<file path="config.mk">
export PLATFORM = sky130hd
export DESIGN_NAME = bba_cfg
export DESIGN_NICKNAME = d
export VERILOG_FILES = /design/src/hw/rtl/bba_pkg.sv /design/src/hw/rtl/bba_cfg.sv
export SDC_FILE = /design/constraint.sdc
export NUM_CORES = 1
export LEC_CHECK = 0
export ABC_CLOCK_PERIOD_IN_PS = 2500
export BUFFER_PORTS_ARGS = -buffer_cell sky130_fd_sc_hd__buf_4
export CAP_MARGIN = 30
export CORE_MARGIN = 10
export CORE_UTILIZATION = 29
export CTS_CLUSTER_SIZE = 14
export DETAILED_ROUTE_END_ITERATION = 16
export PLACE_DENSITY = 0.89
export SLEW_MARGIN = 10
export SYNTH_ARGS = -nofsm -noshare
export SYNTH_HDL_FRONTEND = slang
export SYNTH_SLANG_ARGS = --single-unit
</file>
<file path="constraint.sdc">
create_clock -name clk -period 2.5 [get_ports clk]
set_clock_uncertainty 0.15 [all_clocks]
set_input_delay 0.5 -clock clk [delete_from_list [all_inputs] [get_ports clk]]
set_output_delay 0.5 -clock clk [all_outputs]
set_load 0.1 [all_outputs]
</file>
<file path="src/hw/rtl/bba_pkg.sv">
`timescale 1ns / 1ps
// ----------------------------------------------------------------------------
// bba_pkg
// shared constants, status codes and types of the buddy block allocator
// ----------------------------------------------------------------------------
package bba_pkg;

    localparam int NUM_BLOCKS = 256;
    localparam int LEVELS     = $clog2(NUM_BLOCKS);
    localparam int TREE_NODES = 2 * NUM_BLOCKS - 1;
    localparam int NODE_W     = $clog2(TREE_NODES);
    localparam int MASK_W     = LEVELS + 1;
    localparam int LVL_W      = $clog2(LEVELS + 1);
    localparam int POOL_W     = 32 + LEVELS;
    localparam int PADDR_W    = 3;

    localparam logic [1:0] ST_OK          = 2'd0;
    localparam logic [1:0] ST_NO_SPACE    = 2'd1;
    localparam logic [1:0] ST_BAD_REQUEST = 2'd2;
    localparam logic [1:0] ST_NOTHING     = 2'd3;

    localparam logic [PADDR_W-1:0] ADDR_BLOCK_SHIFT = PADDR_W'(0);

    typedef logic [NODE_W-1:0] node_t;
    typedef logic [MASK_W-1:0] mask_t;

    typedef struct packed {
        node_t rd_addr;
        node_t wr_addr;
        logic  mask_we;
        mask_t mask_wdata;
        logic  mark_we;
        logic  mark_wdata;
    } mem_req_t;

endpackage

</file>
<file path="src/hw/rtl/bba_cfg.sv">
`timescale 1ns / 1ps
// ----------------------------------------------------------------------------
// bba_cfg
// apb register file holding the block size shift
// ----------------------------------------------------------------------------
module bba_cfg (
    input  logic                         clk,
    input  logic                         rst_n,
    input  logic                         psel,
    input  logic                         penable,
    input  logic                         pwrite,
    input  logic [bba_pkg::PADDR_W-1:0]  paddr,
    input  logic [31:0]                  pwdata,
    output logic [31:0]                  prdata,
    output logic                         pready,
    output logic [4:0]                   block_shift
);
    import bba_pkg::*;

    logic [4:0] shift_reg;
    logic       hit;

    // registers are decoded on the word index only
    assign hit    = (paddr[PADDR_W-1:2] == ADDR_BLOCK_SHIFT[PADDR_W-1:2]);
    assign pready = 1'b1;
    assign prdata = hit ? {27'd0, shift_reg} : 32'd0;
    assign block_shift = shift_reg;

    always_ff @(posedge clk or negedge rst_n)
    begin
        if (!rst_n)
        begin
            shift_reg <= 5'd6;
        end
        else if (psel && penable && pwrite && hit)
        begin
            shift_reg <= pwdata[4:0];
        end
    end

endmodule

</file>
# Word-level counts from Yosys, hierarchy flattened
# Cells that the tools add are included.
[word_totals]
reg_bits = 5
inputBits = 40
[op_classes]
n_mux = 1
bitwise_logic = 1
n_reduce_logical = 3
[op_table]
columns = ["cell", "count"]
rows = [
  ["two-way mux 5 bit", 1],
  ["logical AND 1 bit", 3],
  ["NOT 1 bit", 1],
]

# Logic depth before layout (Yosys ltp)
# Gate-level depths: netlist of run 1.
[depth]
word_depth = 3
ltp_mapped = 2
ltp_nobuf = 2

# Least setup slack after synthesis of run 1
# OpenSTA, ideal clock, no wires.
[synth_timing]
path_kind = "register -> output"
start = "register shift_reg[0], in the netlist block_shift[0]"
end = "output port prdata[0]"
t_arrival_ns = 1.510
slack_ns = 0.340
stages_incl_launch_ff = 2
path_buffers = 0
cell_sequence = "dfrtp_1 > and2b_2"
[synth_between]
elab_chain_len = 1
[synth_rtl]
columns = ["element", "line", "text"]
rows = [
  ["from (decl)", "bba_cfg.sv:20", "logic [4:0] shift_reg;"],
  ["from (signal assigned)", "bba_cfg.sv:37", "shift_reg <= pwdata[4:0];"],
  ["two-way mux 5 bit", "bba_cfg.sv:26", "assign prdata = hit ? {27'd0, shift_reg} : 32'd0;"],
  ["to (decl)", "bba_cfg.sv:14", "output logic [31:0] prdata,"],
]
# No other way between the ends.

# Worst setup path in the final report of run 1
[layout_timing]
start = "register shift_reg[1], in the netlist block_shift[1]"
end = "output port prdata[1]"
# The elaborated chain is that of the path after synthesis.

==> results of run 1 <==
## per-stage QoR
step	setup slack (ps)	instances	utilization (%)	power, mW
floorplan	339.9	72	-	0.5769
global placement	747.5	80	34.56	0.6093
detailed placement	720.5	80	34.56	0.6149
CTS	629.8	85	36.95	0.7185
global route	604.7	85	36.95	0.7382
finish	635.0	85	36.95	0.7175
## metal layers
layer	vias up	routed length [um]	track usage, %	share of wire (%)
met4	0	31	5.769	2.6
met1	133	288	4.405	24
met2	38	502	8.676	42
li1	133	-	-	-
met3	2	368	6.780	31
met5	-	0	0	0
## placed cells by master, fill, tap and decap left out
| cell | count |
|---|---|
| conb_1 | 28 |
| buf_4 | 20 |
| and2b_2 | 5 |
| mux2_2 | 5 |
| dfrtp_1 | 3 |
| clkbuf_4 | 3 |
| dfstp_2 | 2 |
| nand4b_4 | 1 |
| clkbuf_1 | 1 |
| dlygate4sd3_1 | 1 |
## power by group
group,leakage (nW),internal [mW],switching (mW)
logic,0.257,0.0695,0.428
registers,0.0570,0.104,0.0139
clock network,0.0150,0.0608,0.0408
## cell type report
type                       count  share of cell area (%)
clock buffer                   4                   4.667
multi-input combinational     39                   40.67
sequential                     5                   22.67
tap                           16                   3.556
timing repair buffer          21                   28.44
## repair_timing
| item | CTS | global route |
|---|---|---|
| endpoints found under the setup margin | 0 | 0 |
| hold endpoints to repair | 3 | 0 |
| hold buffers | 1 | 0 |
## path summary, 6_finish.rpt
check | start | to | cells past startpoint
min reg2reg | block_shift[3] | block_shift[3] | 1
max in group asynchronous | rst_n | block_shift[2] | 2
max reg2reg | block_shift[4] | block_shift[4] | 1
max | block_shift[1] | prdata[1] | 2
min in group asynchronous | rst_n | block_shift[3] | 2
min | pwdata[2] | block_shift[2] | 2
## logic make-up after synthesis
family | count (synthesis)
buf+inv | 28
simple gates | 6
mux | 5
flops | 5
other cells | 2
==> flow_summary.ini, run 1 <==
[synth]
synth_area_um2 = 469.2
synth-simple-area-share_pct = 14.40
synth_top_family_by_area = buffers and inverters
ys_top_cells_by_area = buf_4 45%, dfrtp_1 16%, mux2_2 12%
ys.flop_type = dfrtp_1
async_flop_share_pct = 100.0
netlist_instances = 46
synth_xor_area_share_pct = 0
yosysSeqAreaShare_pct = 27.20
synth_cell_types = 7
synth_seq_cells = 5
yosys.area.top_type = buf_4
yosys.area.top_type_share_pct = 44.80
avgSynthCellArea_um2 = 10.20
synth-edff-count = 0
yosys.area_share.adder_pct = 0
synth_mux_area_share_pct = 12.00
synth.most_common_cell = buf_4
synth_compound_area_share_pct = 0
yosysWarnings = 0
yosys-top-cells-count = 28 x buf_4, 5 x and2b_2, 5 x mux2_2, 3 x dfrtp_1

[final_layout]
antenna_cells = 0
syn_to_final_growth_pct = 20.00
largest_reg_flops = 5
seq_area_um2 = 127.6
fill_cells = 156
final_area_um2 = 563.0
drive_gt1_share_pct = 52.17
multi_input_area_um2 = 229.0
nNetsFinal = 110

[timing]
rsz0062_at_grt = no
max_clock_freq_ghz = 0.5362
whs_ps = 328.2
finalSetupViolations = 0
hold_violations = 0
fin_crit_ps = 1865
final.setup.tns_ps = 0
slew_violations = 0
final.period_utilization_pct = 74.60

[drt]
wl_per_cell_um = 14.00
via_per_inst = 3.600
wirelength_um = 1190
num_vias = 306
post-route-drc-count = 0
drt_iter0_markers = 0
ant_nets = 0
drt-pass1-iter-count = 1

[critical_path]
slowest_stage = dfstp_2
required_ps = 1850
worst-path-max-fanout = 3
critPathKind = register to primary output
crit_path_end_kind = primary output
reg2reg_slack_ps = 1570
cp_num_buf_inv = 1
path_cells = and2b_2, buf_4
cp.arrival_ps = 1210
critPathTopFamily = flip-flops
critical-path-max-stage-delay_ps = 540
start_kind = register

[clock_tree]
clk-insertion-delay-late_ps = 250
numClockSinks = 5
clkSlewWorstSetupHoldPaths_ps = 50
root_buffer = clkbuf_4
cts_tree = yes
cts_resized = 0
cts.htree.levels = 1
cts_setup_buffers = 0
cts-buffers-inserted = 3
clock_path_buffers = 2

[global_routing]
grt_max_degree = 7
antenna_found_initial = 0
grt_pass1_vias = 352
grt_pass1_wl_um = 1580
overflow = 0
grt_usage_pct = 6.168

[placement]
gp_congestion = 0.6739
place_area_um2 = 526.8
io_buffer_count = 20
hpwl_um = 1065

[floorplanning]
die_area_um2 = 3627
core-area_um2 = 1524
std_cell_rows = 14
io_pins = 78
initial_core_util_pct = 30.79
die_h_um = 60.23
dieWidth_um = 60.23

[worst_hold_path]
hold_class = input port to register

[power]
peakVddDrop_mv = 0.6248
leakage_nw = 0.3287
power.density_nw_per_um2 = 1274

[outcome]
status = completed

[flow_run]
max_cap_viol_count = 0
No activity file was read; power rests on OpenSTA's default activity.
==> inputs of run 2 (changes only) <==
Settings changed: ABC_CLOCK_PERIOD_IN_PS 2500 to 2000, CORE_UTILIZATION 29 to 27, PLACE_DENSITY 0.89 to 0.84.
Clock period 2.5 ns to 2 ns, I/O delays scaled along.
==> flow_summary.ini, run 2 (synthesis results as in run 1) <==
[outcome]
status = completed

[drt]
via_per_inst = 3.512
wirelength_um = 1068
drt_iter0_markers = 1
wl_per_cell_um = 12.42
drt-pass1-iter-count = 2
post-route-drc-count = 0
num_vias = 302
ant_nets = 0

[timing]
whs_ps = 244.8
finalSetupViolations = 0
setup_ws_ps = 263.5
fin_crit_ps = 1736
final.setup.tns_ps = 0
final.period_utilization_pct = 86.82
hold_violations = 0
max_clock_freq_ghz = 0.5759
slew_violations = 0
rsz0062_at_grt = no

[final_layout]
seq_area_um2 = 131.4
mostFrequentLayoutCells = 28 x conb_1, 20 x buf_4, 5 x and2b_2, 5 x mux2_2
finalNonFillerCells = 86
final_common_cell = conb_1
nNetsFinal = 110
fin_util_pct = 33.63
fill_cells = 182
drive_gt1_share_pct = 56.52
syn_to_final_growth_pct = 21.07
final_area_um2 = 568.0
largest_reg_flops = 5
antenna_cells = 0
multi_input_area_um2 = 229.0

[critical_path]
worst-path-max-fanout = 3
worstReg2RegStart = block_shift[4]
critPathKind = register to primary output
required_ps = 1450
crit_end = prdata[2]
startpoint = block_shift[2]
r2r_end = block_shift[4]
cp.arrival_ps = 1190
reg2reg_slack_ps = 1070
start_kind = register
crit_path_end_kind = primary output
worstRegToRegCells = 1

[clock_tree]
clock_path_buffers = 2
cts_setup_buffers = 0
root_buffer = clkbuf_4
cts_resized = 0
clk-insertion-delay-late_ps = 230
cts_tree = yes
cts.htree.levels = 1
clkSlewWorstSetupHoldPaths_ps = 40
cts-buffers-inserted = 3
postCtsHoldBufs = 1
numClockSinks = 5

[power]
power.density_nw_per_um2 = 1550
leakage_nw = 0.3254
peakVddDrop_mv = 0.3470
power_mw = 0.8802

[placement]
hpwl_um = 1033
io_buffer_count = 20
gp_congestion = 0.6635
dp_cells = 81
place_area_um2 = 531.8
pre_cts_slack_ps = 433.2

[floorplanning]
core-area_um2 = 1689
std_cell_rows = 15
die_h_um = 61.69
io_pins = 78
dieWidth_um = 61.69
initial_core_util_pct = 27.78
die_area_um2 = 3805

[global_routing]
grt_pass1_vias = 293
overflow = 0
grt_max_degree = 7
antenna_found_initial = 0
grt_usage_pct = 4.700
grt_pass1_wl_um = 1173

[worst_hold_path]
min_from = pwdata[1]
hold_class = input port to register

[flow_run]
max_cap_viol_count = 0
run 2: final cells by class:
class,count,area share (%)
sequential,5,23.13
tap,17,3.744
clock buffer,4,4.626
timing repair buffer,21,28.19
multi-input combinational,39,40.31
run 2: critical path, cell delays in order (launching register included):
cell and delay (ps):
dfstp_2 530, and2b_2 140, buf_4 280
run 2: worst min path at each step:
stage                      to  slack, ps  cells after the start
2_1_floorplan  block_shift[0]        -50                      0
3_3_place_gp   block_shift[0]         50                      1
3_5_place_dp   block_shift[3]         50                      1
4_1_cts        block_shift[1]        240                      2
5_1_grt        block_shift[2]        230                      2
6_report       block_shift[1]        240                      2
run 2: per-layer routing:
layer	vias to the layer above	routed length (um)	global-route usage, %
met1	141	212	2.098
met4	0	0	3.822
met5	-	0	0
met3	0	240	4.330
met2	26	615	9.078
li1	135	-	-
run 2: power breakdown:
part,switching [mW],total [mW],internal [mW]
sequential,0.0159,0.149,0.133
clock,0.0357,0.111,0.0751
combinational,0.533,0.620,0.0870
total,0.585,0.880,0.295
