$ cat src/hw/rtl/bba_pkg.sv
`timescale 1ns / 1ps
// ----------------------------------------------------------------------------
// bba_pkg
// shared constants, status codes and types of the buddy block allocator
// ----------------------------------------------------------------------------
package bba_pkg;

    localparam int NUM_BLOCKS = 256;
    localparam int LEVELS     = $clog2(NUM_BLOCKS);
    localparam int TREE_NODES = 2 * NUM_BLOCKS - 1;
    localparam int NODE_W     = $clog2(TREE_NODES);
    localparam int MASK_W     = LEVELS + 1;
    localparam int LVL_W      = $clog2(LEVELS + 1);
    localparam int POOL_W     = 32 + LEVELS;
    localparam int PADDR_W    = 3;

    localparam logic [1:0] ST_OK          = 2'd0;
    localparam logic [1:0] ST_NO_SPACE    = 2'd1;
    localparam logic [1:0] ST_BAD_REQUEST = 2'd2;
    localparam logic [1:0] ST_NOTHING     = 2'd3;

    localparam logic [PADDR_W-1:0] ADDR_BLOCK_SHIFT = PADDR_W'(0);

    typedef logic [NODE_W-1:0] node_t;
    typedef logic [MASK_W-1:0] mask_t;

    typedef struct packed {
        node_t rd_addr;
        node_t wr_addr;
        logic  mask_we;
        mask_t mask_wdata;
        logic  mark_we;
        logic  mark_wdata;
    } mem_req_t;

endpackage

$ cat src/hw/rtl/bba_if.sv
`timescale 1ns / 1ps
// ----------------------------------------------------------------------------
// bba request and response channels
// valid/ready channels carrying allocate/free requests and their results
// ----------------------------------------------------------------------------
interface bba_req_if;
    logic        valid;
    logic        ready;
    logic        action;
    logic [31:0] request_bytes;
    logic [31:0] free_offset;

    modport source (output valid, action, request_bytes, free_offset, input ready);
    modport sink (input valid, action, request_bytes, free_offset, output ready);
endinterface

interface bba_rsp_if;
    logic        valid;
    logic        ready;
    logic [1:0]  status;
    logic [31:0] block_offset;

    modport source (output valid, status, block_offset, input ready);
    modport sink (input valid, status, block_offset, output ready);
endinterface

$ cat src/hw/rtl/bba_seq.sv
`timescale 1ns / 1ps
// ----------------------------------------------------------------------------
// bba_seq
// request sequencer: clearing sweep, size search, tree descent, free walk and mask rebuild
// ----------------------------------------------------------------------------
module bba_seq (
    input  logic               clk,
    input  logic               rst_n,
    input  logic [4:0]         block_shift,
    input  bba_pkg::mask_t     mask_rd,
    input  logic               mark_rd,
    output bba_pkg::mem_req_t  mreq,
    bba_req_if.sink            req,
    bba_rsp_if.source          rsp
);
    import bba_pkg::*;

    localparam logic [3:0] S_INIT  = 4'd0;
    localparam logic [3:0] S_IDLE  = 4'd1;
    localparam logic [3:0] S_SIZE  = 4'd2;
    localparam logic [3:0] S_ROOT  = 4'd3;
    localparam logic [3:0] S_DESC  = 4'd4;
    localparam logic [3:0] S_MARK  = 4'd5;
    localparam logic [3:0] S_FWALK = 4'd6;
    localparam logic [3:0] S_UP    = 4'd7;
    localparam logic [3:0] S_DONE  = 4'd8;

    logic [3:0]       state_reg, state_next;
    logic             action_reg, action_next;
    logic [31:0]      bytes_reg, bytes_next;
    logic [LVL_W-1:0] e_reg, e_next;
    logic [LVL_W-1:0] d_reg, d_next;
    logic [LVL_W-1:0] lvl_reg, lvl_next;
    node_t            node_reg, node_next;
    mask_t            vm_reg, vm_next;
    mask_t            cur_reg, cur_next;
    logic [1:0]       st_reg, st_next;
    logic [31:0]      offs_reg, offs_next;
    logic             ovalid_reg, ovalid_next;
    logic [1:0]       ostatus_reg, ostatus_next;
    logic [31:0]      ooffs_reg, ooffs_next;

    logic [POOL_W-1:0] pool;
    logic [POOL_W-1:0] unit;
    node_t             parent, sibling, left, pick, idx, blk;
    mask_t             vm_up, merged;
    logic [MASK_W:0]   full_here;

    assign pool      = POOL_W'(NUM_BLOCKS) << block_shift;
    assign unit      = POOL_W'(1) << (6'(e_reg) + 6'(block_shift));
    assign parent    = (node_reg - node_t'(1)) >> 1;
    assign sibling   = node_reg[0] ? node_reg + node_t'(1) : node_reg - node_t'(1);
    assign left      = {node_reg[NODE_W-2:0], 1'b1};
    assign pick      = mask_rd[e_reg] ? left : left + node_t'(1);
    assign idx       = node_reg + node_t'(1) - (node_t'(1) << d_reg);
    assign blk       = idx << e_reg;
    assign vm_up     = vm_reg << 1;
    assign full_here = ({1'b0, vm_reg} << 1) - (MASK_W+1)'(1);
    // a free merges two wholly free buddies into one larger free block
    assign merged    = (!action_reg) ? (cur_reg | mask_rd)
                     : ((cur_reg == vm_up - mask_t'(1)) && (mask_rd == vm_up - mask_t'(1)))
                       ? mask_t'(({1'b0, vm_up} << 1) - (MASK_W+1)'(1))
                       : (cur_reg | mask_rd);

    assign req.ready = (state_reg == S_IDLE);
    assign rsp.valid        = ovalid_reg;
    assign rsp.status       = ostatus_reg;
    assign rsp.block_offset = ooffs_reg;

    always_comb
    begin
        state_next   = state_reg;
        action_next  = action_reg;
        bytes_next   = bytes_reg;
        e_next       = e_reg;
        d_next       = d_reg;
        lvl_next     = lvl_reg;
        node_next    = node_reg;
        vm_next      = vm_reg;
        cur_next     = cur_reg;
        st_next      = st_reg;
        offs_next    = offs_reg;
        ovalid_next  = ovalid_reg && !rsp.ready;
        ostatus_next = ostatus_reg;
        ooffs_next   = ooffs_reg;
        mreq         = '0;
        mreq.wr_addr = node_reg;

        case (state_reg)
            S_INIT:
            begin
                // clearing sweep, cur holds the full mask of the current level
                mreq.mask_we    = 1'b1;
                mreq.mask_wdata = cur_reg;
                mreq.mark_we    = 1'b1;
                mreq.mark_wdata = 1'b0;
                if (((node_reg + node_t'(2)) & (node_reg + node_t'(1))) == node_t'(0))
                begin
                    cur_next = cur_reg >> 1;
                end
                node_next = node_reg + node_t'(1);
                if (node_reg == node_t'(TREE_NODES - 1))
                begin
                    state_next = S_IDLE;
                end
            end
            S_IDLE:
            begin
                if (req.valid)
                begin
                    action_next = req.action;
                    bytes_next  = req.request_bytes;
                    offs_next   = 32'd0;
                    vm_next     = mask_t'(1);
                    e_next      = '0;
                    if (req.action)
                    begin
                        if ({{LEVELS{1'b0}}, req.free_offset} >= pool)
                        begin
                            st_next    = ST_BAD_REQUEST;
                            state_next = S_DONE;
                        end
                        else
                        begin
                            node_next    = node_t'(NUM_BLOCKS - 1)
                                         + node_t'(req.free_offset >> block_shift);
                            mreq.rd_addr = node_t'(NUM_BLOCKS - 1)
                                         + node_t'(req.free_offset >> block_shift);
                            state_next   = S_FWALK;
                        end
                    end
                    else if (req.request_bytes == 32'd0
                             || {{LEVELS{1'b0}}, req.request_bytes} > pool)
                    begin
                        st_next    = ST_BAD_REQUEST;
                        state_next = S_DONE;
                    end
                    else
                    begin
                        state_next = S_SIZE;
                    end
                end
            end
            S_SIZE:
            begin
                // smallest power-of-two block count covering the request
                if (unit >= {{LEVELS{1'b0}}, bytes_reg})
                begin
                    d_next       = LVL_W'(LEVELS) - e_reg;
                    node_next    = '0;
                    mreq.rd_addr = '0;
                    state_next   = S_ROOT;
                end
                else
                begin
                    e_next = e_reg + LVL_W'(1);
                end
            end
            S_ROOT:
            begin
                if (!mask_rd[e_reg])
                begin
                    st_next    = ST_NO_SPACE;
                    state_next = S_DONE;
                end
                else if (d_reg == '0)
                begin
                    state_next = S_MARK;
                end
                else
                begin
                    mreq.rd_addr = left;
                    lvl_next     = '0;
                    state_next   = S_DESC;
                end
            end
            S_DESC:
            begin
                node_next = pick;
                lvl_next  = lvl_reg + LVL_W'(1);
                if (lvl_reg + LVL_W'(1) == d_reg)
                begin
                    state_next = S_MARK;
                end
                else
                begin
                    mreq.rd_addr = {pick[NODE_W-2:0], 1'b1};
                end
            end
            S_MARK:
            begin
                mreq.mask_we    = 1'b1;
                mreq.mask_wdata = '0;
                mreq.mark_we    = 1'b1;
                mreq.mark_wdata = 1'b1;
                cur_next        = '0;
                offs_next       = 32'((POOL_W'(blk) << block_shift));
                st_next         = ST_OK;
                mreq.rd_addr    = sibling;
                state_next      = (node_reg == '0) ? S_DONE : S_UP;
            end
            S_FWALK:
            begin
                if (mark_rd)
                begin
                    mreq.mask_we    = 1'b1;
                    mreq.mask_wdata = mask_t'(full_here);
                    mreq.mark_we    = 1'b1;
                    mreq.mark_wdata = 1'b0;
                    cur_next        = mask_t'(full_here);
                    st_next         = ST_OK;
                    mreq.rd_addr    = sibling;
                    state_next      = (node_reg == '0) ? S_DONE : S_UP;
                end
                else if (node_reg == '0)
                begin
                    st_next    = ST_NOTHING;
                    state_next = S_DONE;
                end
                else
                begin
                    node_next    = parent;
                    vm_next      = vm_up;
                    mreq.rd_addr = parent;
                end
            end
            S_UP:
            begin
                // sibling mask is on the read port, rebuild the parent
                mreq.wr_addr    = parent;
                mreq.mask_we    = 1'b1;
                mreq.mask_wdata = merged;
                cur_next        = merged;
                vm_next         = vm_up;
                node_next       = parent;
                mreq.rd_addr    = parent[0] ? parent + node_t'(1) : parent - node_t'(1);
                if (parent == '0)
                begin
                    state_next = S_DONE;
                end
            end
            S_DONE:
            begin
                if (!ovalid_reg || rsp.ready)
                begin
                    ovalid_next  = 1'b1;
                    ostatus_next = st_reg;
                    ooffs_next   = offs_reg;
                    state_next   = S_IDLE;
                end
            end
            default:
            begin
                state_next = S_IDLE;
            end
        endcase
    end

    always_ff @(posedge clk or negedge rst_n)
    begin
        if (!rst_n)
        begin
            state_reg  <= S_INIT;
            node_reg   <= '0;
            cur_reg    <= {MASK_W{1'b1}};
            ovalid_reg <= 1'b0;
        end
        else
        begin
            state_reg  <= state_next;
            node_reg   <= node_next;
            cur_reg    <= cur_next;
            ovalid_reg <= ovalid_next;
        end
    end

    always_ff @(posedge clk)
    begin
        action_reg  <= action_next;
        bytes_reg   <= bytes_next;
        e_reg       <= e_next;
        d_reg       <= d_next;
        lvl_reg     <= lvl_next;
        vm_reg      <= vm_next;
        st_reg      <= st_next;
        offs_reg    <= offs_next;
        ostatus_reg <= ostatus_next;
        ooffs_reg   <= ooffs_next;
    end

endmodule

$ cat src/flat_wrapper.sv
// flat-port wrapper written by rule: the top's interface ports become plain ports
module bba_seq_flat import bba_pkg::*;
  (clk, rst_n, block_shift, mask_rd, mark_rd, mreq, req_valid, req_action, req_request_bytes, req_free_offset, req_ready, rsp_valid, rsp_status, rsp_block_offset, rsp_ready);
  bba_req_if req_i ();
  bba_rsp_if rsp_i ();
  input  logic clk;
  input  logic rst_n;
  input  logic [4:0] block_shift;
  input  bba_pkg::mask_t mask_rd;
  input  logic mark_rd;
  output bba_pkg::mem_req_t mreq;
  input wire logic [$bits(req_i.valid)-1:0] req_valid;
  input wire logic [$bits(req_i.action)-1:0] req_action;
  input wire logic [$bits(req_i.request_bytes)-1:0] req_request_bytes;
  input wire logic [$bits(req_i.free_offset)-1:0] req_free_offset;
  output wire logic [$bits(req_i.ready)-1:0] req_ready;
  output wire logic [$bits(rsp_i.valid)-1:0] rsp_valid;
  output wire logic [$bits(rsp_i.status)-1:0] rsp_status;
  output wire logic [$bits(rsp_i.block_offset)-1:0] rsp_block_offset;
  input wire logic [$bits(rsp_i.ready)-1:0] rsp_ready;
  assign req_i.valid = req_valid;
  assign req_i.action = req_action;
  assign req_i.request_bytes = req_request_bytes;
  assign req_i.free_offset = req_free_offset;
  assign req_ready = req_i.ready;
  assign rsp_valid = rsp_i.valid;
  assign rsp_status = rsp_i.status;
  assign rsp_block_offset = rsp_i.block_offset;
  assign rsp_i.ready = rsp_ready;
  bba_seq u_core (.clk(clk), .rst_n(rst_n), .block_shift(block_shift), .mask_rd(mask_rd), .mark_rd(mark_rd), .mreq(mreq), .req(req_i), .rsp(rsp_i));
endmodule
$ cat config.mk
export PLATFORM = sky130hd
export DESIGN_NAME = bba_seq_flat
export DESIGN_NICKNAME = d
export VERILOG_FILES = /design/src/hw/rtl/bba_pkg.sv /design/src/hw/rtl/bba_if.sv /design/src/hw/rtl/bba_seq.sv /design/src/flat_wrapper.sv
export SDC_FILE = /design/constraint.sdc
export NUM_CORES = 1
export LEC_CHECK = 0
export ABC_AREA = 1
export BUFFER_PORTS_ARGS = -buffer_cell sky130_fd_sc_hd__buf_2
export CAP_MARGIN = 20
export CORE_MARGIN = 2
export CORE_UTILIZATION = 35
export DETAILED_ROUTE_END_ITERATION = 8
export SYNTH_ARGS = -nofsm -noshare
export SYNTH_HDL_FRONTEND = slang
export SYNTH_SLANG_ARGS = --single-unit
$ cat constraint.sdc
create_clock -name clk -period 4.7 [get_ports clk]
set_input_delay 0.235 -clock clk [delete_from_list [all_inputs] [get_ports clk]]
set_output_delay 0.235 -clock clk [all_outputs]
set_load 0.01 [all_outputs]
### Word level (Yosys, flattened, before mapping)

Cells that the tools add are included.

| storage, ports and cells | value |
|---|---|
| output and inout port bits | 66 |
| word-level logic and storage cells | 169 |
| input bits | 84 |
| bits in registers | 144 |

| operators by class | value |
|---|---|
| shift-type cells | 6 |
| magnitude comparators | 4 |
| bitwise gates (word level) | 2 |
| reduce and logical (&&, ||, !) cells | 30 |
| equal/unequal tests | 31 |
| $add $sub $neg | 15 |
| muxes and demuxes | 67 |

Operators by type and width:

| kind | number |
|---|---|
| $mux 9 | 21 |
| $pmux 9 s6 | 2 |
| $mux 4 | 17 |
| $pmux 32 s2 | 1 |
| $ge 32x40->1 | 1 |
| $ge 40x32->1 | 1 |
| $gt 32x40->1 | 1 |
| $pmux 10 s4 | 1 |
| $shl 1x6->40 const A | 1 |
| $shl 9x5->40 const A | 1 |
| $pmux 4 s9 | 1 |
| $pmux 9 s4 | 1 |
| $sub 9x1->9 const B | 4 |
| $logic_not 32->1 | 1 |
| $mux 32 | 1 |
| $mux 8 | 4 |
| $shl 9x5->32 | 1 |
| $shr 32x5->9 | 1 |
| $logic_not 9->1 | 3 |
| $pmux 8 s3 | 1 |
| $add 9x1->9 const B | 2 |
| $eq 9x9->1 | 2 |
| $ne 2x2->1 const B | 9 |
| $eq 4x3->1 const B | 4 |
| 40 further kinds | 73 |

### Logic depth before layout (Yosys ltp)

Gate-level depths: netlist of the first run.

| depth | value |
|---|---|
| word-level depth | 7 |
| mapped depth | 28 |

### Least setup slack after synthesis of the first run

Ideal clock, no wire load.

| path | value |
|---|---|
| kind | input port to flip-flop |
| start point | in block_shift[1] |
| end point | reg u_core.e_reg[0] (enable) |
| slack | 0.742 ns |
| arrival time | 3.596 ns |
| stages | 21 |
| path buffers | 4 |
| setup time | 0.361 ns |
| cell sequence | buf_2 -> inv_1 -> buf_4 -> buf_2 -> fa_1 -> o21ai_0 -> xor2_1 -> inv_1 -> nor2_1 -> inv_1 -> clkbuf_1 -> nor2_1 -> ha_1 -> a21oi_1 -> o21ai_0 -> a21oi_1 -> o21ai_0 -> nand3_1 -> nand4_1 -> and2_1 -> nor3_1 |

| on the way | value |
|---|---|
| cells in the longest elaborated chain, start to end | 5 |

RTL lines:

| what | line | source |
|---|---|---|
| from (decl) | flat_wrapper.sv:8 | `input logic [4:0] block_shift;` |
| $add 4x5->6 | bba_seq.sv:50 | `assign unit = POOL_W'(1) << (6'(e_reg) + 6'(block_shift));` |
| $shl 1x6->40 | bba_seq.sv:50 |  |
| $ge 40x32->1 | bba_seq.sv:147 | `if (unit >= {{LEVELS{1'b0}}, bytes_reg})` |
| $ne 2x2->1 (no line) | n/a |  |
| $reduce_and 3->1 (no line) | n/a |  |
| to (signal assigned) | bba_seq.sv:281 | `e_reg <= e_next;` |
| to (decl) | bba_seq.sv:31 | `logic [LVL_W-1:0] e_reg, e_next;` |

No other way between the ends.
A chain may end at the register's enable or synchronous reset.

==> flow_summary.json, run 1 <==
{
  "fmax_mhz": 223,
  "stdcell_count": 2559,
  "yosys_warnings": 0,
  "ys_ff_latch": 144,
  "rr_worst_depth": 21,
  "crit_arrival_ns": 4.24,
  "nFillCells": 3927,
  "wl_per_cell_microns": 16.9,
  "synthToLayoutAreaGrowth_pct": 14.8,
  "placed_cells": 2516,
  "path_clk_slew_ns": 0.07,
  "rsz0062_at_grt": "no",
  "worstReg2RegEnd": "u_core.node_reg[3]$_DFFE_PN0P_",
  "cap_violations": 0,
  "finalHoldWorstSlack_ns": 0.0148,
  "numCtsBuffers": 17,
  "cp-start-kind": "flip-flop",
  "p_leak_nw": 7.14,
  "seq_area_sq_um": 4220,
  "yosysSeqAreaShare_pct": 32.0,
  "pwr-share-seq_pct": 24.6,
  "io_pins": 150,
  "timing.final.crit_share_pct": 95.2,
  "wirelength_mm": 43.1,
  "status": "finished clean",
  "slowest_delay_ns": 0.55,
  "multi_input_area_sq_um": 7810,
  "ant_nets": 0,
  "worstSetupEndpointType": "primary output",
  "die_w_microns": 198,
  "route.vias.total": 13500,
  "root_buffer": "clkbuf_16",
  "synth_nets": 2088,
  "p_sw_mw": 4.28,
  "worst-path-stages": 18,
  "cts.path.max_buffers": 2,
  "cts_tree": "built",
  "dpl.hpwl_mm": 34.6,
  "avgSynthCellArea_sq_um": 6.99,
  "first_iter_violations": 1362,
  "rows": 71,
  "grt_overflow_total": 0,
  "report.final.slew_viol_count": 0,
  "peakVddDrop_v": 0.000276,
  "clock_power_share_pct": 15.5,
  "final_core_util_pct": 40.5,
  "switching_share_pct": 50.9,
  "clk_latency_ns": 0.45,
  "gp_congestion": 0.980,
  "ys_types": 62,
  "setup-tns-final_ns": 0,
  "grt_max_degree": 52,
  "postCtsSetupBuffers": 0,
  "drt_first_pass_iters": 6,
  "clock_skew_ns": 0.0282,
  "dieArea_sq_um": 39300,
  "syn_inst": 1887,
  "fin_nets": 2235,
  "ys_async_sr_fraction_pct": 16.0,
  "grt_pass1_vias": 12800,
  "clock-sinks": 144,
  "die_height_microns": 198,
  "crit_buf_inv": 3,
  "power_density_nw_per_um2": 555,
  "synth_area_sq_um": 13200,
  "track_usage_pct": 22.3,
  "final-setup-viol-count": 0,
  "path_cells": "inv_1 -> ha_1 -> nand2_1 -> xor2_1 -> inv_1 -> ha_1 -> a21oi_1 -> o21ai_0 -> a21o_1 -> a21oi_1 -> nor2_1 -> o21ai_0 -> nand2_1 -> nand3_1 -> o21ai_0 -> nor3_1 -> nand2_1 -> buf_2",
  "cpMaxStageDelayCell": "dfrtp_1",
  "busiest_layer": "met2",
  "antenna_found_initial": 0,
  "r2r_slack_ns": 0.38,
  "reg2reg_from": "u_core.e_reg[2]$_SDFFCE_PN0P_",
  "path_class": "flip-flop to primary output",
  "period_needed_ns": 4.47,
  "use_met1_pct": 28.8,
  "drive_gt1_share_pct": 13.5,
  "met3_usage_pct": 3.25,
  "critical-path-top-delay-family": "compound AO/OA/AOI/OAI gates",
  "hold_viol": 0,
  "via_per_inst": 5.28,
  "htreeDepth": 4,
  "combinationalPowerShare_pct": 59.9,
  "numPortBuffers": 149,
  "required_ns": 4.47,
  "synthFlopType": "edfxtp_1",
  "grtUsageMet2_pct": 37.9,
  "holdCritStartpoint": "req_request_bytes[1]",
  "p_int_mw": 4.13,
  "core_area_sq_um": 37400,
  "cp-startpoint": "u_core.node_reg[1]$_DFFE_PN0P_",
  "grt_pass1_wl_mm": 68.3,
  "cp-endpoint": "mreq[29]",
  "hold_class": "primary input to flip-flop",
  "critPathMaxFanout": 8,
  "drc": 0,
  "slew_headroom_pct": 32.8,
  "finalPower_mw": 8.41,
  "worst-slew-pin-transition_ns": 1.01,
  "start_util_pct": 35.3,
  "synth_edf_count": 121
}
==> synth_stat cells, types with 7 or more instances <==
| cell type | count | area, sq um |
|---|---|---|
| a21oi_1 | 95 | 475 |
| buf_2 | 23 | 115 |
| clkbuf_1 | 21 | 78.8 |
| dfrtp_1 | 14 | 350 |
| dfstp_2 | 9 | 236 |
| edfxtp_1 | 121 | 3630 |
| ha_1 | 114 | 1430 |
| inv_1 | 215 | 807 |
| inv_2 | 11 | 41.3 |
| nand2_1 | 552 | 2070 |
| nand2_2 | 12 | 75.1 |
| nand3_1 | 174 | 871 |
| nand3b_1 | 7 | 52.6 |
| nand4_1 | 39 | 244 |
| nor2_1 | 181 | 679 |
| nor3_1 | 21 | 105 |
| nor4_1 | 11 | 68.8 |
| o211ai_1 | 17 | 128 |
| o21ai_0 | 89 | 445 |
| o21ai_1 | 30 | 150 |
| o221ai_1 | 7 | 61.3 |
| o22ai_1 | 12 | 75.1 |
| xnor2_1 | 7 | 61.3 |
| xor2_1 | 15 | 131 |
==> per-layer routing <==
metal	vias up	share of wire (%)	wire length [microns]
met1	6246	44	18800
met3	91	6.1	2640
li1	6639	-	-
met4	0	2.9	1250
met2	526	47	20400
met5	-	0	0
==> cell type report <==
type	count	share of cell area [%]
Multi-Input combinational cell	1454	51.5
Inverter	231	5.77
Tap cell	511	4.22
Sequential cell	144	27.9
Clock inverter	15	0.851
Antenna cell	1	0.0165
Clock buffer	17	2.81
Timing Repair Buffer	186	6.92
==> worst min path at each step <==
| stage | endpoint | cells past startpoint |
|---|---|---|
| 6_report | u_core.bytes_reg[1]$_DFFE_PP_ | 1 |
| 5_1_grt | u_core.bytes_reg[1]$_DFFE_PP_ | 1 |
| 4_1_cts | u_core.bytes_reg[15]$_DFFE_PP_ | 1 |
| 3_5_place_dp | u_core.state_reg[0]$_DFFE_PN0P_ | 1 |
| 3_3_place_gp | u_core.rsp.valid$_DFF_PN0_ | 1 |
| 2_1_floorplan | u_core.node_reg[0]$_DFFE_PN0P_ | 0 |
==> power by group through the flow <==
stage | Sequential (mW) | Combinational (mW) | Clock [mW]
after CTS | 2.07 | 4.96 | 1.33
after floorplan | 2.02 | 3.58 | 0
after global routing | 2.11 | 5.68 | 1.37
final | 2.07 | 5.03 | 1.30
after detailed placement | 2.09 | 4.93 | 0
after global placement | 2.09 | 4.86 | 0
==> metrics by stage <==
stage	cell area [sq um]	setup WS, ns
final	15100	0.226
after global routing	15100	0.0209
after CTS	15100	0.228
after detailed placement	14500	0.238
after global placement	14500	0.402
after floorplan	13200	0.742
==> layout by cell type, fill, tap and decap left out, types with 8 or more instances in the layout <==
cell / Yosys / layout
nand2_1: 552 / 552
inv_1: 215 / 215
nor2_1: 181 / 178
nand3_1: 174 / 174
buf_2: 23 / 149
edfxtp_1: 121 / 121
ha_1: 114 / 114
a21oi_1: 95 / 95
o21ai_0: 89 / 87
nand4_1: 39 / 39
o21ai_1: 30 / 31
buf_4: 5 / 27
nor3_1: 21 / 20
o211ai_1: 17 / 17
clkbuf_16: 0 / 17
xor2_1: 15 / 15
dfrtp_1: 14 / 14
nand2_2: 12 / 12
o22ai_1: 12 / 12
inv_2: 11 / 11
nor4_1: 11 / 11
dlygate4sd3_1: 0 / 10
dfstp_2: 9 / 9
inv_6: 1 / 8
==> timing repair <==
action,CTS,global route
hold endpoints to repair,23,0
hold buffers,10,0
gates resized for setup,0,3
setup endpoints to repair,0,14
==> logic make-up after synthesis <==
family	share of synthesized area, %
and+or+nand+nor	33.8
buffers and inverters	9.01
AOI/OAI and AO/OA	12.2
DFF	32.0
adders and majority gates	11.3
xor gates and xnor gates	1.58
muxes	0.0759
Note: power is estimated with default switching activity, not from simulation.
==> run 2: changes to the inputs <==
--- a/config.mk
+++ b/config.mk
@@ -5,7 +5,7 @@
 export SDC_FILE = /design/constraint.sdc
 export NUM_CORES = 1
 export LEC_CHECK = 0
-export ABC_AREA = 1
+export ABC_AREA = 0
 export BUFFER_PORTS_ARGS = -buffer_cell sky130_fd_sc_hd__buf_2
 export CAP_MARGIN = 20
 export CORE_MARGIN = 2
==> run 2 against run 1 <==
Net effect:
- count of clock-buffer cells in the layout unchanged
- worst setup slack got worse by 0.042 ns
- critical path type is now flip-flop to flip-flop
- first-iteration DRC count is 6.2% higher
- largest cell class unchanged
- synthesized area rose by 1.5%
- wire length grew 5.1%
==> flow_summary.json, run 2 <==
{
  "placed_area_sq_um": 15000,
  "crit_buf_inv": 3,
  "synth_area_sq_um": 13400,
  "grt_max_degree": 52,
  "pwr-share-seq_pct": 42.7,
  "start_util_pct": 35.5,
  "yosysMostFrequentCell": "nand2_1",
  "timing.final.ws_setup_ns": 0.183,
  "drt_first_pass_iters": 7,
  "switching_share_pct": 28.9,
  "worstSetupEndpointType": "flip-flop",
  "mostFrequentLayoutCells": "nand2_1 (158), nor2_1 (149), buf_2 (148), edfxtp_1 (121), ha_1 (114)",
  "numPortBuffers": 149,
  "io_pins": 150,
  "p_int_mw": 2.28,
  "power_density_nw_per_um2": 204,
  "drc": 0,
  "period_needed_ns": 4.52,
  "report.final.slew_viol_count": 0,
  "synthFlopType": "edfxtp_1",
  "synth.area.top_cells": "edfxtp_1 (27%), ha_1 (11%), nand2_1 (4.4%), nor2_1 (4.2%), mux4_2 (3.5%)",
  "cp-startpoint": "u_core.e_reg[0]$_SDFFCE_PN0P_",
  "final_core_util_pct": 41.8,
  "grt_overflow_total": 0,
  "fin_nets": 1877,
  "critPathMaxFanout": 6,
  "dieArea_sq_um": 39800,
  "cpMaxStageDelayCell": "o31ai_1",
  "dpl.hpwl_mm": 35.0,
  "ant_nets": 0,
  "peakVddDrop_v": 0.000187,
  "clock_power_share_pct": 41.4,
  "grt_pass1_wl_mm": 69.6,
  "syn_inst": 1497,
  "antenna_found_initial": 0,
  "clock_skew_ns": 0.0134,
  "synth_top_area_share_pct": 27.2,
  "crit_arrival_ns": 4.84,
  "rows": 71,
  "grt_pass1_vias": 12100,
  "finalPower_mw": 3.21,
  "combinationalPowerShare_pct": 15.8,
  "worst-path-stages": 18,
  "synth_edf_count": 121,
  "placed_cells": 2157,
  "cp-start-kind": "flip-flop",
  "yosysTopAreaCell": "edfxtp_1",
  "synthToLayoutAreaGrowth_pct": 17.7,
  "gp_congestion": 0.941,
  "route.vias.total": 12900,
  "p_leak_nw": 6.13,
  "htreeDepth": 4,
  "die_height_microns": 200,
  "reg2reg_from": "u_core.e_reg[0]$_SDFFCE_PN0P_",
  "first_iter_violations": 1447,
  "final-setup-viol-count": 0,
  "final_area_sq_um": 15800,
  "status": "finished clean",
  "setup-tns-final_ns": 0,
  "cts_tree": "built",
  "place_ws_ns": -0.0377,
  "worst-slew-pin-transition_ns": 1.13,
  "numCtsBuffers": 17,
  "timing.final.crit_share_pct": 96.1,
  "multi_input_area_sq_um": 8620,
  "clock-sinks": 144,
  "core_area_sq_um": 37700,
  "die_w_microns": 200,
  "stdcell_count": 2200,
  "yosys_warnings": 0,
  "critical-path-top-delay-family": "compound AO/OA/AOI/OAI gates",
  "rr_worst_depth": 18,
  "path_clk_slew_ns": 0.08,
  "p_sw_mw": 0.928,
  "yosysSeqAreaShare_pct": 31.5,
  "avgSynthCellArea_sq_um": 8.94,
  "ys_ff_latch": 144,
  "holdCritStartpoint": "req_request_bytes[15]",
  "min_path_cells": 1,
  "mostFrequentLayoutCell": "nand2_1",
  "path_cells": "ha_1 -> inv_1 -> fa_1 -> inv_1 -> a21o_1 -> a21oi_2 -> nor3_1 -> mux2_2 -> nand3_1 -> nor2_1 -> ha_1 -> and4_1 -> o211ai_1 -> o31ai_1 -> a311oi_4 -> or2_4 -> buf_4 -> o32a_1",
  "clk_latency_ns": 0.44,
  "antennaDiodeCount": 0,
  "synth_common_cells": "nand2_1 (158), nor2_1 (150), edfxtp_1 (121), ha_1 (114), a21oi_1 (93)",
  "nFillCells": 3759,
  "hold_class": "primary input to flip-flop",
  "cts.path.max_buffers": 2,
  "slew_headroom_pct": 24.3,
  "root_buffer": "clkbuf_16",
  "fmax_mhz": 221,
  "seq_area_sq_um": 4220,
  "synth_nets": 1698,
  "required_ns": 5.02,
  "track_usage_pct": 22.5,
  "via_per_inst": 5.87,
  "ys_types": 92,
  "wl_per_cell_microns": 20.6,
  "ys_async_sr_fraction_pct": 16.0,
  "cap_violations": 0,
  "finalHoldWorstSlack_ns": 0.0251,
  "drive_gt1_share_pct": 20.5,
  "hold_viol": 0,
  "path_class": "flip-flop to flip-flop",
  "slowest_delay_ns": 0.63,
  "wirelength_mm": 45.3
}
==> run 2: cell count changes in the layout (fill, tap and decap cells not counted), sizes merged, moves of 34 or more <==
cell / delta
nand2: -405
inv: -161
nand3: -123
o21ai: -61
buf: +52
mux2i: +44
nor2: -44
xnor2: +34
==> run 2: worst paths after layout <==
| path | endpoint | slack, ns |
|---|---|---|
| max | u_core.node_reg[4]$_DFFE_PN0P_ | 0.18 |
| min | u_core.bytes_reg[15]$_DFFE_PP_ | 0.03 |
| max reg2reg | u_core.node_reg[4]$_DFFE_PN0P_ | 0.18 |
| min reg2reg | u_core.rsp.block_offset[5]$_DFFE_PP_ | 0.42 |
| max in group asynchronous | u_core.state_reg[0]$_DFFE_PN0P_ | 3.93 |
| min in group asynchronous | u_core.rsp.valid$_DFF_PN0_ | 0.35 |
==> run 2: cell families (layout without fill, tap and decap cells) <==
logic type	Yosys count	count (layout)	share of synthesized area, %
xor+xnor	64	64	4.19
buf+inv	146	337	4.48
mux	89	89	8.95
compound gates	379	379	19.8
flops	144	144	31.5
fa+ha+maj	117	117	11.1
simple gates	558	559	19.9
==> run 2: repair_timing <==
| item | in CTS | in global routing |
|---|---|---|
| hold endpoints to repair | 22 | 0 |
| gates cloned | 0 | 1 |
| gates resized for setup | 0 | 11 |
| endpoints found under the setup margin | 3 | 20 |
| hold buffers | 9 | 0 |
| setup buffers | 0 | 1 |
| pin swaps | 0 | 2 |
==> run 2: power groups by stage <==
stage	registers (mW)	logic [mW]	clock network [mW]
after floorplan	1.40	0.299	0
after global placement	1.40	0.480	0
after detailed placement	1.40	0.486	0
after CTS	1.37	0.495	1.36
after global routing	1.37	0.545	1.40
final	1.37	0.507	1.33
==> run 2: final cells by class <==
type                    instances  share of cell area [%]
flip-flops and latches        144                    26.8
well taps                     511                    4.06
inverters                      68                    1.62
clock buffers                  17                    2.70
clock inverters                15                   0.913
repair buffers                237                    9.19
multi-input cells            1208                    54.7
==> run 2: layer usage <==
metal / track usage [%] / wire length [microns] / vias to the layer above
met1: 31.7 / 20500 / 6258
met2: 36.4 / 21000 / 557
met4: 6.17 / 858 / 0
met5: 0 / 0 / -
li1: - / - / 6045
met3: 2.67 / 3010 / 62
==> run 3: changes to the inputs <==
--- a/config.mk
+++ b/config.mk
@@ -6,11 +6,12 @@
 export NUM_CORES = 1
 export LEC_CHECK = 0
 export ABC_AREA = 0
-export BUFFER_PORTS_ARGS = -buffer_cell sky130_fd_sc_hd__buf_2
 export CAP_MARGIN = 20
 export CORE_MARGIN = 2
 export CORE_UTILIZATION = 35
 export DETAILED_ROUTE_END_ITERATION = 8
+export DONT_BUFFER_PORTS = 1
+export HOLD_SLACK_MARGIN = 0.12
 export SYNTH_ARGS = -nofsm -noshare
 export SYNTH_HDL_FRONTEND = slang
 export SYNTH_SLANG_ARGS = --single-unit
==> constraint.sdc (replaced) <==
create_clock -name clk -period 4.7 [get_ports clk]
set_input_delay 0.94 -clock clk [delete_from_list [all_inputs] [get_ports clk]]
set_output_delay 0.94 -clock clk [all_outputs]
set_load 0.01 [all_outputs]
==> run 3 against run 2 <==
Net effect:
- critical endpoint is now mreq[21]
- register-to-register slack better by 0.11 ns
- power down 0.71%
- worst setup slack worse by 0.069 ns
- clock skew up 0.0012 ns
- final cell count down 6.2%
- clock power up 6%
- via count down 4.8%
- final area down 3.1%
==> flow_summary.json, run 3 (synthesis results as in run 2) <==
{
  "worst-slew-pin-transition_ns": 0.992,
  "place_ws_ns": -0.144,
  "seq_area_sq_um": 4220,
  "stdcell_count": 2064,
  "crit_buf_inv": 5,
  "reg2reg_from": "u_core.node_reg[1]$_DFFE_PN0P_",
  "htreeDepth": 4,
  "critPathMaxFanout": 43,
  "rsz0062_at_grt": "yes",
  "crit_path_frequent_cell": "buf_4",
  "numPortBuffers": 0,
  "core_area_sq_um": 37700,
  "nFillCells": 3765,
  "final-setup-viol-count": 0,
  "period_needed_ns": 4.59,
  "multi_input_area_sq_um": 8750,
  "hold_viol": 0,
  "finalHoldWorstSlack_ns": 0.197,
  "critical-path-top-delay-family": "compound AO/OA/AOI/OAI gates",
  "path_cells": "nand2b_1 -> nor2_2 -> buf_4 -> buf_4 -> nand2_1 -> ha_1 -> a21oi_1 -> o21ai_0 -> a2111oi_2 -> buf_4 -> o311ai_2 -> a21oi_2 -> buf_4 -> buf_4 -> nand3_1 -> nand2_1",
  "cap_violations": 0,
  "via_per_inst": 5.96,
  "slowest_delay_ns": 0.35,
  "clk_latency_ns": 0.44,
  "drt_first_pass_iters": 6,
  "grt_max_degree": 77,
  "cts_tree": "built",
  "status": "finished clean",
  "path_class": "primary input to primary output",
  "start_util_pct": 35.5,
  "report.final.slew_viol_count": 0,
  "grt_pass1_vias": 11800,
  "worstSetupEndpointType": "primary output",
  "drc": 0,
  "path_clk_slew_ns": 0.07,
  "route.vias.total": 12300,
  "first_iter_violations": 1270,
  "fmax_mhz": 218,
  "fin_nets": 1741,
  "p_leak_nw": 5.67,
  "cts.path.max_buffers": 2,
  "finalPower_mw": 3.18,
  "crit_arrival_ns": 3.65,
  "grt_pass1_wl_mm": 69.3,
  "mostFrequentLayoutCell": "nand2_1",
  "peakVddDrop_v": 0.000201,
  "drive_gt1_share_pct": 16.1,
  "timing.final.crit_share_pct": 97.6,
  "slew_headroom_pct": 33.4,
  "antennaDiodeCount": 0,
  "rows": 71,
  "setup-tns-final_ns": 0,
  "placed_cells": 2030,
  "required_ns": 3.76,
  "ant_nets": 0,
  "die_w_microns": 200,
  "synthToLayoutAreaGrowth_pct": 14.0,
  "timing.final.ws_setup_ns": 0.114,
  "cp-start-kind": "primary input",
  "clock-sinks": 144,
  "die_height_microns": 200,
  "root_buffer": "clkbuf_16",
  "grt_overflow_total": 0,
  "dieArea_sq_um": 39800,
  "cts_hold_buf": 0,
  "mostFrequentLayoutCells": "nand2_1 (157), nor2_1 (147), edfxtp_1 (121), ha_1 (114), buf_4 (101)",
  "gp_congestion": 0.957,
  "power_density_nw_per_um2": 209,
  "antenna_found_initial": 0,
  "cpMaxStageDelayCell": "a2111oi_2",
  "track_usage_pct": 22.6,
  "numCtsBuffers": 17,
  "cp-startpoint": "block_shift[1]",
  "io_pins": 150,
  "clock_skew_ns": 0.0146,
  "wl_per_cell_microns": 21.6,
  "wirelength_mm": 44.7,
  "hold_class": "primary input to asynchronous set/reset pin",
  "dpl.hpwl_mm": 34.4
}
## run 3: changes by cell type in the layout (fill, tap and decap cells not counted), sizes merged
| cell | change |
|---|---|
| or2 | -1 |
| buf | -126 |
| bufinv | +1 |
| clkinv | +1 |
| dlygate4sd3 | -9 |
| inv | -2 |
## run 3: area by class of cell
cell class,count,share of cell area [%]
sequential,144,27.7
inverter,68,1.71
multi-input combinational,1207,57.3
clock inverter,15,1.23
timing repair buffer,102,5.10
clock buffer,17,2.79
tap,511,4.19
## run 3: what timing repair did
action                                  4_1_cts  5_1_grt
setup buffers                                 0        2
resized for setup                             4       16
endpoints found under the setup margin        1        8
pin swaps                                     0        5
## run 3: power by group
group	switching [mW]	leakage, nW	internal [mW]
clock network	0.648	0.292	0.764
registers	0.0000240	1.21	1.37
logic	0.219	4.16	0.183
total	0.866	5.67	2.32
## run 3: path summary, 6_finish.rpt
kind / to / slack (ns) / cells past startpoint
setup / recovery: mreq[21] / 0.11 / 16
hold / removal: u_core.node_reg[1]$_DFFE_PN0P_ / 0.20 / 0
setup reg to reg: u_core.offs_reg[26]$_SDFFCE_PP0P_ / 0.29 / 12
hold reg to reg: u_core.rsp.block_offset[25]$_DFFE_PP_ / 0.42 / 0
max in group asynchronous: u_core.cur_reg[0]$_DFFE_PN1P_ / 4.32 / 0
min in group clk: u_core.rsp.block_offset[25]$_DFFE_PP_ / 0.42 / 0
## run 3: stage by stage
step,area (sq um),util [%]
after global placement,14500,38.6
after floorplan,13500,-
after detailed placement,14500,38.6
final,15300,40.5
after global routing,15300,40.5
after CTS,15200,40.3
## run 3: layer usage
layer	routed length, microns	share of wire [%]	GRT usage (%)
met1	19300	43	30.2
met2	20600	46	36.1
met3	3570	8.0	5.03
met4	1220	2.7	7.30
met5	0	0	0
